===== src/hdl/fenwick_prefix_sum_table_assert.svh =====
// ----------------------------------------------------------------------------
// Fenwick prefix-sum table assertion macros
// Immediate-consequent and next-cycle checks, dropped when SYNTH is set.
// ----------------------------------------------------------------------------
`ifndef FENWICK_PREFIX_SUM_TABLE_ASSERT_SVH
`define FENWICK_PREFIX_SUM_TABLE_ASSERT_SVH
`ifndef SYNTH
`define FPST_ASSERT_NOW(lbl, clk, rst, ante, cons) \
   lbl: assert property (@(posedge clk) disable iff (rst) (ante) |-> (cons)) \
      else $error("fenwick table check failed");
`define FPST_ASSERT_NEXT(lbl, clk, rst, ante, cons) \
   lbl: assert property (@(posedge clk) disable iff (rst) (ante) |=> (cons)) \
      else $error("fenwick table check failed");
`else
`define FPST_ASSERT_NOW(lbl, clk, rst, ante, cons)
`define FPST_ASSERT_NEXT(lbl, clk, rst, ante, cons)
`endif
`endif


===== src/hdl/fpst_pkg.sv =====
// ----------------------------------------------------------------------------
// Fenwick prefix-sum table package
// Shared widths, opcodes and the controller/datapath interface types.
// ----------------------------------------------------------------------------
`timescale 1ns / 1ps
package fpst_pkg;

   localparam int SUM_W           = 32;
   localparam int POSITION_W      = 11;
   localparam int SIZE_W          = 11;
   localparam int MAX_ENTRIES_DEF = 1024;
   localparam logic [SIZE_W-1:0] SIZE_RESET = 11'd1024;

   localparam logic OP_ADD   = 1'b0;
   localparam logic OP_QUERY = 1'b1;

   // controller -> datapath
   typedef struct packed {
      logic clear_step;
      logic load;
      logic add_step;
      logic qry_step;
      logic rsp_load;
   } cmd_type;

   // datapath -> controller
   typedef struct packed {
      logic clear_last;
      logic pos_live;
      logic pos_nonzero;
      logic rsp_free;
   } status_type;

endpackage


===== src/hdl/fpst_controller.sv =====
// ----------------------------------------------------------------------------
// Fenwick table controller
// Sequences the clear sweep, tree climbs for adds and descents for queries.
// ----------------------------------------------------------------------------
`timescale 1ns / 1ps
module fpst_controller (
   input  logic                 clock,
   input  logic                 reset,
   input  logic                 req_valid,
   input  logic                 req_opcode,
   output logic                 req_ready,
   input  fpst_pkg::status_type status,
   output fpst_pkg::cmd_type    cmd
);
   import fpst_pkg::*;

   localparam logic [2:0] ST_CLEAR = 3'd0;
   localparam logic [2:0] ST_IDLE  = 3'd1;
   localparam logic [2:0] ST_ADD   = 3'd2;
   localparam logic [2:0] ST_QRY   = 3'd3;
   localparam logic [2:0] ST_FIN   = 3'd4;

   logic [2:0] state_ff, state_in;

   always_comb begin
      state_in  = state_ff;
      cmd       = '0;
      req_ready = 1'b0;
      unique case (state_ff)
         ST_CLEAR: begin
            cmd.clear_step = 1'b1;
            if (status.clear_last) begin
               state_in = ST_IDLE;
            end
         end
         ST_IDLE: begin
            req_ready = 1'b1;
            if (req_valid) begin
               cmd.load = 1'b1;
               state_in = (req_opcode == OP_QUERY) ? ST_QRY : ST_ADD;
            end
         end
         ST_ADD: begin
            // last write-back lands in the cycle that leaves this state
            if (status.pos_live) begin
               cmd.add_step = 1'b1;
            end else begin
               state_in = ST_IDLE;
            end
         end
         ST_QRY: begin
            if (status.pos_nonzero) begin
               cmd.qry_step = 1'b1;
            end else begin
               state_in = ST_FIN;
            end
         end
         ST_FIN: begin
            // hold until the response register is free
            if (status.rsp_free) begin
               cmd.rsp_load = 1'b1;
               state_in     = ST_IDLE;
            end
         end
         default: begin
            state_in = ST_IDLE;
         end
      endcase
   end

   always_ff @(posedge clock) begin
      if (reset) begin
         state_ff <= ST_CLEAR;
      end else begin
         state_ff <= state_in;
      end
   end

endmodule


===== config.mk =====
export PLATFORM = sky130hd
export DESIGN_NAME = fpst_controller
export DESIGN_NICKNAME = d
export VERILOG_FILES = /design/src/hdl/fenwick_prefix_sum_table_assert.svh /design/src/hdl/fpst_pkg.sv /design/src/hdl/fpst_controller.sv
export SDC_FILE = /design/constraint.sdc
export NUM_CORES = 1
export LEC_CHECK = 0
export ABC_AREA = 1
export ABC_CLOCK_PERIOD_IN_PS = 1500
export BUFFER_PORTS_ARGS = -buffer_cell sky130_fd_sc_hd__buf_2
export CORE_AREA = 10 10 47 49
export DETAILED_ROUTE_END_ITERATION = 7
export DIE_AREA = 0 0 57 59
export PLACE_DENSITY = 0.51
export REMOVE_ABC_BUFFERS = 1
export SYNTH_ARGS = -nofsm -noshare
export SYNTH_HDL_FRONTEND = slang
export SYNTH_SLANG_ARGS = --single-unit

===== constraint.sdc =====
create_clock -name clock -period 1.5 [get_ports clock]
set_input_delay 0.375 -clock clock [delete_from_list [all_inputs] [get_ports clock]]
set_output_delay 0.375 -clock clock [all_outputs]
set_load 0.02 [all_outputs]

==> results.json, run 1 <==
{
  "finalPower_mw": 0.615,
  "critPathBufInv": 3,
  "p_sw_mw": 0.273,
  "die_area_mm2": 0.00336,
  "reg2reg_depth": 8,
  "period_share_pct": 95.7,
  "antenna_found_initial": 0,
  "tightest_slew_ps": 195,
  "track_usage_pct": 4.58,
  "cp_slowest_cell": "dfxtp_4",
  "cts_hold_buf": 0,
  "synthFlopType": "dfxtp_1",
  "clock_power_share_pct": 23.2,
  "max_stage_delay_ps": 380,
  "maxCapViolations": 0,
  "final_util_pct": 30.7,
  "nets": 72,
  "r2r_slack_ps": 310,
  "htree_levels": 1,
  "place.gp.congestion": 0.657,
  "vdd_ir_drop_max_uv": 792,
  "met2WireLength_um": 473,
  "syn2layout_area_growth_pct": 67.8,
  "fin_ws_ps": 64.9,
  "finalHoldViolCount": 0,
  "p_int_mw": 0.341,
  "dr_total_vias": 317,
  "synth_area_leader_cell": "dfxtp_1",
  "worst_hold_path.endpoint": "state_ff[1]",
  "top_register": "state_ff",
  "io_pins": 14,
  "path_class": "flip-flop to output port",
  "cts_buffers": 3,
  "ys_top_cells_by_count": "9 x inv_1, 8 x nor2_1, 6 x nand2_1",
  "min_period_ps": 1440,
  "drtIter0Drc": 2,
  "grt_first_pass_wirelength_um": 1210,
  "clock.fmax_mhz": 697,
  "synthXorXnorAreaFrac_pct": 0,
  "firstDrtPassIters": 4,
  "die-height_um": 59,
  "r2r-end": "state_ff[0]",
  "p_comb_share_pct": 51.5,
  "synthArstFlopShare_pct": 0,
  "die_x_um": 57,
  "highest_layer": "met3",
  "wirelength_met1_um": 307,
  "synth_area_um2": 256,
  "rows": 14,
  "status": "completed",
  "switching_share_pct": 44.5,
  "largest_reg_flops": 3,
  "wl_met3_um": 45,
  "cts_num_sinks": 3,
  "ant_nets": 0,
  "postSynthCellCount": 44,
  "p_leak_nw": 0.245,
  "r2r-start": "state_ff[0]",
  "clk_path_buf_depth": 2,
  "hold_path_class": "input pin to flip-flop",
  "avgViaCountPerCell": 4.01,
  "cts_tree": "done",
  "worstPathMaxFanout": 6,
  "synth_cell_types": 14,
  "syn_area_per_cell_um2": 5.83,
  "ys_seq_area_share_pct": 23.4,
  "critPathArrivalTime_ps": 1060,
  "path_delay_family": "flip-flops",
  "synth_edf_count": 0,
  "routed_wl_um": 827,
  "grt_pass1_vias": 312,
  "drive_above_1_share_pct": 52.4,
  "end_kind": "output port",
  "cp_cell_sequence": "inv_2 > nor2_4 > nand3_2 > inv_1 > buf_6",
  "fin_tns_setup_ps": 0,
  "start_util_pct": 18.3,
  "cts_root_buf": "clkbuf_4",
  "core_area_mm2": 0.00140,
  "diodes": 0,
  "yosysTopAreaCellShare_pct": 23.4,
  "setup_viol": 0,
  "crit_required_ps": 1120,
  "maxSlewViolCount": 0,
  "port-buffer-count": 13,
  "timing.hold.ws_ps": 327,
  "muxShareOfSynthArea_pct": 0,
  "p_seq_share_pct": 25.3,
  "holdCritStartpoint": "reset",
  "post-place-ws_ps": 179,
  "reg_top3": "state_ff x3",
  "yosysMostFrequentCell": "inv_1",
  "synth_area_leaders": "dfxtp_1 23%, inv_1 13%, nor2_1 12%, nand3_1 9.8%, nand2_1 8.8%",
  "grt_start_max_net_pins": 8,
  "insertion_delay_ps": 230,
  "crit_path_start_kind": "flip-flop",
  "synth-compound-area-share_pct": 2.93,
  "synth_top_family_by_area": "simple AND/OR/NAND/NOR gates",
  "ys_seq_elements": 3,
  "dp_hpwl_um": 641,
  "synth_fa_ha_area_share_pct": 0,
  "skew_ps": 0.796,
  "drc": 0,
  "synth-simple-area-share_pct": 56.1,
  "wl_per_cell_um": 10.5,
  "synth_warnings": 0,
  "min_path_cells": 2,
  "grt_overflow": 0,
  "clk_pin_slew_worst_paths_ps": 40,
  "powerDensity_mw_per_mm2": 1430,
  "slew_headroom_pct": 86.9
}
through the flow:
step	instance area (um^2)	std cells
3_5_place_dp	342	73
6_report	430	79
4_1_cts	383	77
2_1_floorplan	256	44
3_3_place_gp	342	73
5_1_grt	430	79
worst register-to-register path: stages, from the launching register on:
cell and delay, ps:
dfxtp_4 380, inv_2 60, nor2_4 110, buf_4 120, nand3_1 100, nand3_1 90
nor2_1 50, nor2_1 110, nor2_2 50
layout by cell type, fill, tap and decap left out:
cell      instances
nor2_4            1
nor2_2            2
nand2_1           6
dfxtp_2           1
a21boi_1          1
nor2_1            7
nand3_1           4
nor3_1            2
nor4_4            1
nand3_2           3
buf_6             1
inv_1             8
nand4_1           1
clkbuf_1          1
buf_4             5
inv_4             1
nand2_2           1
inv_2             3
buf_2             9
clkbuf_4          3
dfxtp_4           2
cell type report:
class	instances	area, um^2
Fill cell	170	971
Tap cell	16	20.0
Timing Repair Buffer	15	93.8
Clock buffer	4	26.3
Sequential cell	3	68.8
Inverter	12	47.5
Multi-Input combinational cell	29	174
metal layers:
metal	GRT usage [%]	vias up
li1	-	171
met5	0	-
met3	3.43	0
met1	3.79	139
met2	8.99	7
met4	0	0
power groups by stage:
stage	Sequential (mW)	Clock (mW)	Combinational (mW)
global route	0.159	0.160	0.349
finish	0.156	0.143	0.316
detailed placement	0.134	0	0.268
global placement	0.134	0	0.269
CTS	0.140	0.149	0.279
floorplan	0.129	0	0.200
kinds of logic (layout without fill, tap and decap cells):
logic type             count (synthesis)  after routing
buffers and inverters                 12             31
AND/OR/NAND/NOR                       28             28
AO/OA/AOI/OAI                          1              1
flip-flops                             3              3
worst max path at each step:
stage	from	endpoint	slack (ps)	cells after the start
final	state_ff[0]	cmd[1]	60	5
after global routing	state_ff[1]	cmd[2]	-8	3
after CTS	state_ff[0]	cmd[1]	30	5
after detailed placement	state_ff[2]	cmd[0]	180	3
after global placement	state_ff[2]	cmd[0]	180	3
after floorplan	state_ff[2]	cmd[0]	-30	2
what timing repair did:
item                                    CTS  global route
endpoints found under the setup margin    3             4
cloned                                    0             0
gates resized for setup                   6            10
buffers inserted                          0             2
pin swaps                                 0             3
Note: power is estimated with default switching activity, not from simulation.
==> inputs of run 2 (changes only) <==
Settings changed: PLACE_DENSITY 0.51 to 0.42.
==> run 2 against run 1 <==
- first-iteration DRC count down 50%
- register-to-register slack better by 100 ps
- power down 7.1%
- clock power down 3%
- setup slack better by 10 ps
- maximum frequency up 0.73%
- cell count down 2.5%
- die area unchanged
- combinational power down 11%
==> results.json, run 2 (synthesized netlist as in run 1, its figures left out) <==
{
  "cts_num_sinks": 3,
  "finalHoldViolCount": 0,
  "period_share_pct": 95.0,
  "clock.fmax_mhz": 702,
  "place.gp.congestion": 0.755,
  "drc": 0,
  "rows": 14,
  "p_leak_nw": 0.233,
  "detailed_place.area_um2": 342,
  "slew_headroom_pct": 86.6,
  "diodes": 0,
  "critPathArrivalTime_ps": 1050,
  "dr_total_vias": 310,
  "hold_path_class": "input pin to flip-flop",
  "clk_path_buf_depth": 2,
  "grt_start_max_net_pins": 8,
  "top_register": "state_ff",
  "track_usage_pct": 4.84,
  "crit_path_start_kind": "flip-flop",
  "reg_top3": "state_ff x3",
  "grt_pass1_vias": 317,
  "maxCapViolations": 0,
  "start_util_pct": 18.3,
  "nets": 70,
  "path_delay_family": "flip-flops",
  "dp.cells": 73,
  "path_class": "flip-flop to output port",
  "crit_required_ps": 1120,
  "use_met1_pct": 4.99,
  "cts_tree": "done",
  "mostFrequentLayoutCells": "10 x buf_2, 8 x inv_1, 7 x nor2_1",
  "insertion_delay_ps": 230,
  "layout_commonest_cell": "buf_2",
  "grt_overflow": 0,
  "ant_nets": 0,
  "cp_cell_sequence": "inv_2 > nand3_2 > nor2_2 > buf_4",
  "use_met2_pct": 6.98,
  "tightest_slew_ps": 199,
  "routed_wl_um": 777,
  "end_kind": "output port",
  "die_x_um": 57,
  "drtIter0Drc": 1,
  "maxSlewViolCount": 0,
  "powerDensity_mw_per_mm2": 1440,
  "final_area_um2": 398,
  "wl_per_cell_um": 10.1,
  "status": "completed",
  "setup_viol": 0,
  "cts_root_buf": "clkbuf_4",
  "avgViaCountPerCell": 4.03,
  "met3_usage_pct": 2.15,
  "dp_hpwl_um": 633,
  "grt_most_used_layer": "met2",
  "cts_buffers": 3,
  "die_area_mm2": 0.00336,
  "rsz0062_at_grt": "false",
  "syn2layout_area_growth_pct": 55.1,
  "fillers": 170,
  "instances_no_fill": 77,
  "cts_setup_buffers": 0,
  "antenna_found_initial": 0,
  "core_area_mm2": 0.00140,
  "die-height_um": 59,
  "worstPathMaxFanout": 4,
  "largest_reg_flops": 3,
  "critPathBufInv": 2,
  "skew_ps": 2.46,
  "htree_levels": 1,
  "io_pins": 14,
  "port-buffer-count": 13,
  "vdd_ir_drop_max_uv": 547,
  "clk_pin_slew_worst_paths_ps": 40,
  "grt_first_pass_wirelength_um": 1270,
  "min_period_ps": 1420,
  "drive_above_1_share_pct": 50.8,
  "firstDrtPassIters": 2,
  "cp_slowest_cell": "dfxtp_4",
  "max_stage_delay_ps": 350
}
## run 2: changes by cell type in the layout (fill, tap and decap cells not counted), sizes merged
cell and delta:
buf -2
## run 2: final cells by class
cell class,instances,area [um^2],area share [%]
sequential,3,68.8,17.3
clock buffer,4,26.3,6.60
inverter,12,45.0,11.3
timing repair buffer,13,72.6,18.2
tap,16,20.0,5.03
multi-input combinational,29,165,41.5
## run 2: power by group
| part | switching (mW) | internal, mW | leakage (nW) |
|---|---|---|---|
| sequential | 0.0398 | 0.110 | 0.0264 |
| clock | 0.0397 | 0.0995 | 0.0150 |
| combinational | 0.175 | 0.107 | 0.192 |
## run 2: stage by stage
step	power (mW)	hold WS [ps]	setup TNS [ps]	setup WS, ps	util, %
final	0.571	336	0	75.3	28.4
after floorplan	0.329	447	-25.7	-25.7	-
after global placement	0.407	578	0	190	24.4
after CTS	0.561	327	0	17.3	26.7
after detailed placement	0.404	583	0	200	24.4
after global routing	0.632	345	0	2.46	28.4
## run 2: per-layer routing
metal	wire length, um	share of wire (%)
met4	12	1.5
met1	375	48
met3	46	5.9
met2	344	44
met5	0	0
## run 2: final timing paths
check	startpoint	to	slack, ps	cells after the start
setup / recovery	state_ff[2]	cmd[3]	80	4
hold / removal	reset	state_ff[1]	340	2
setup reg to reg	state_ff[1]	state_ff[2]	410	7
hold reg to reg	state_ff[0]	state_ff[0]	560	2
## run 2: repair_timing
action | in CTS | in global routing
gates resized for setup | 4 | 8
pin swaps | 0 | 1
endpoints found under the setup margin | 3 | 3
hold buffers | 0 | 0
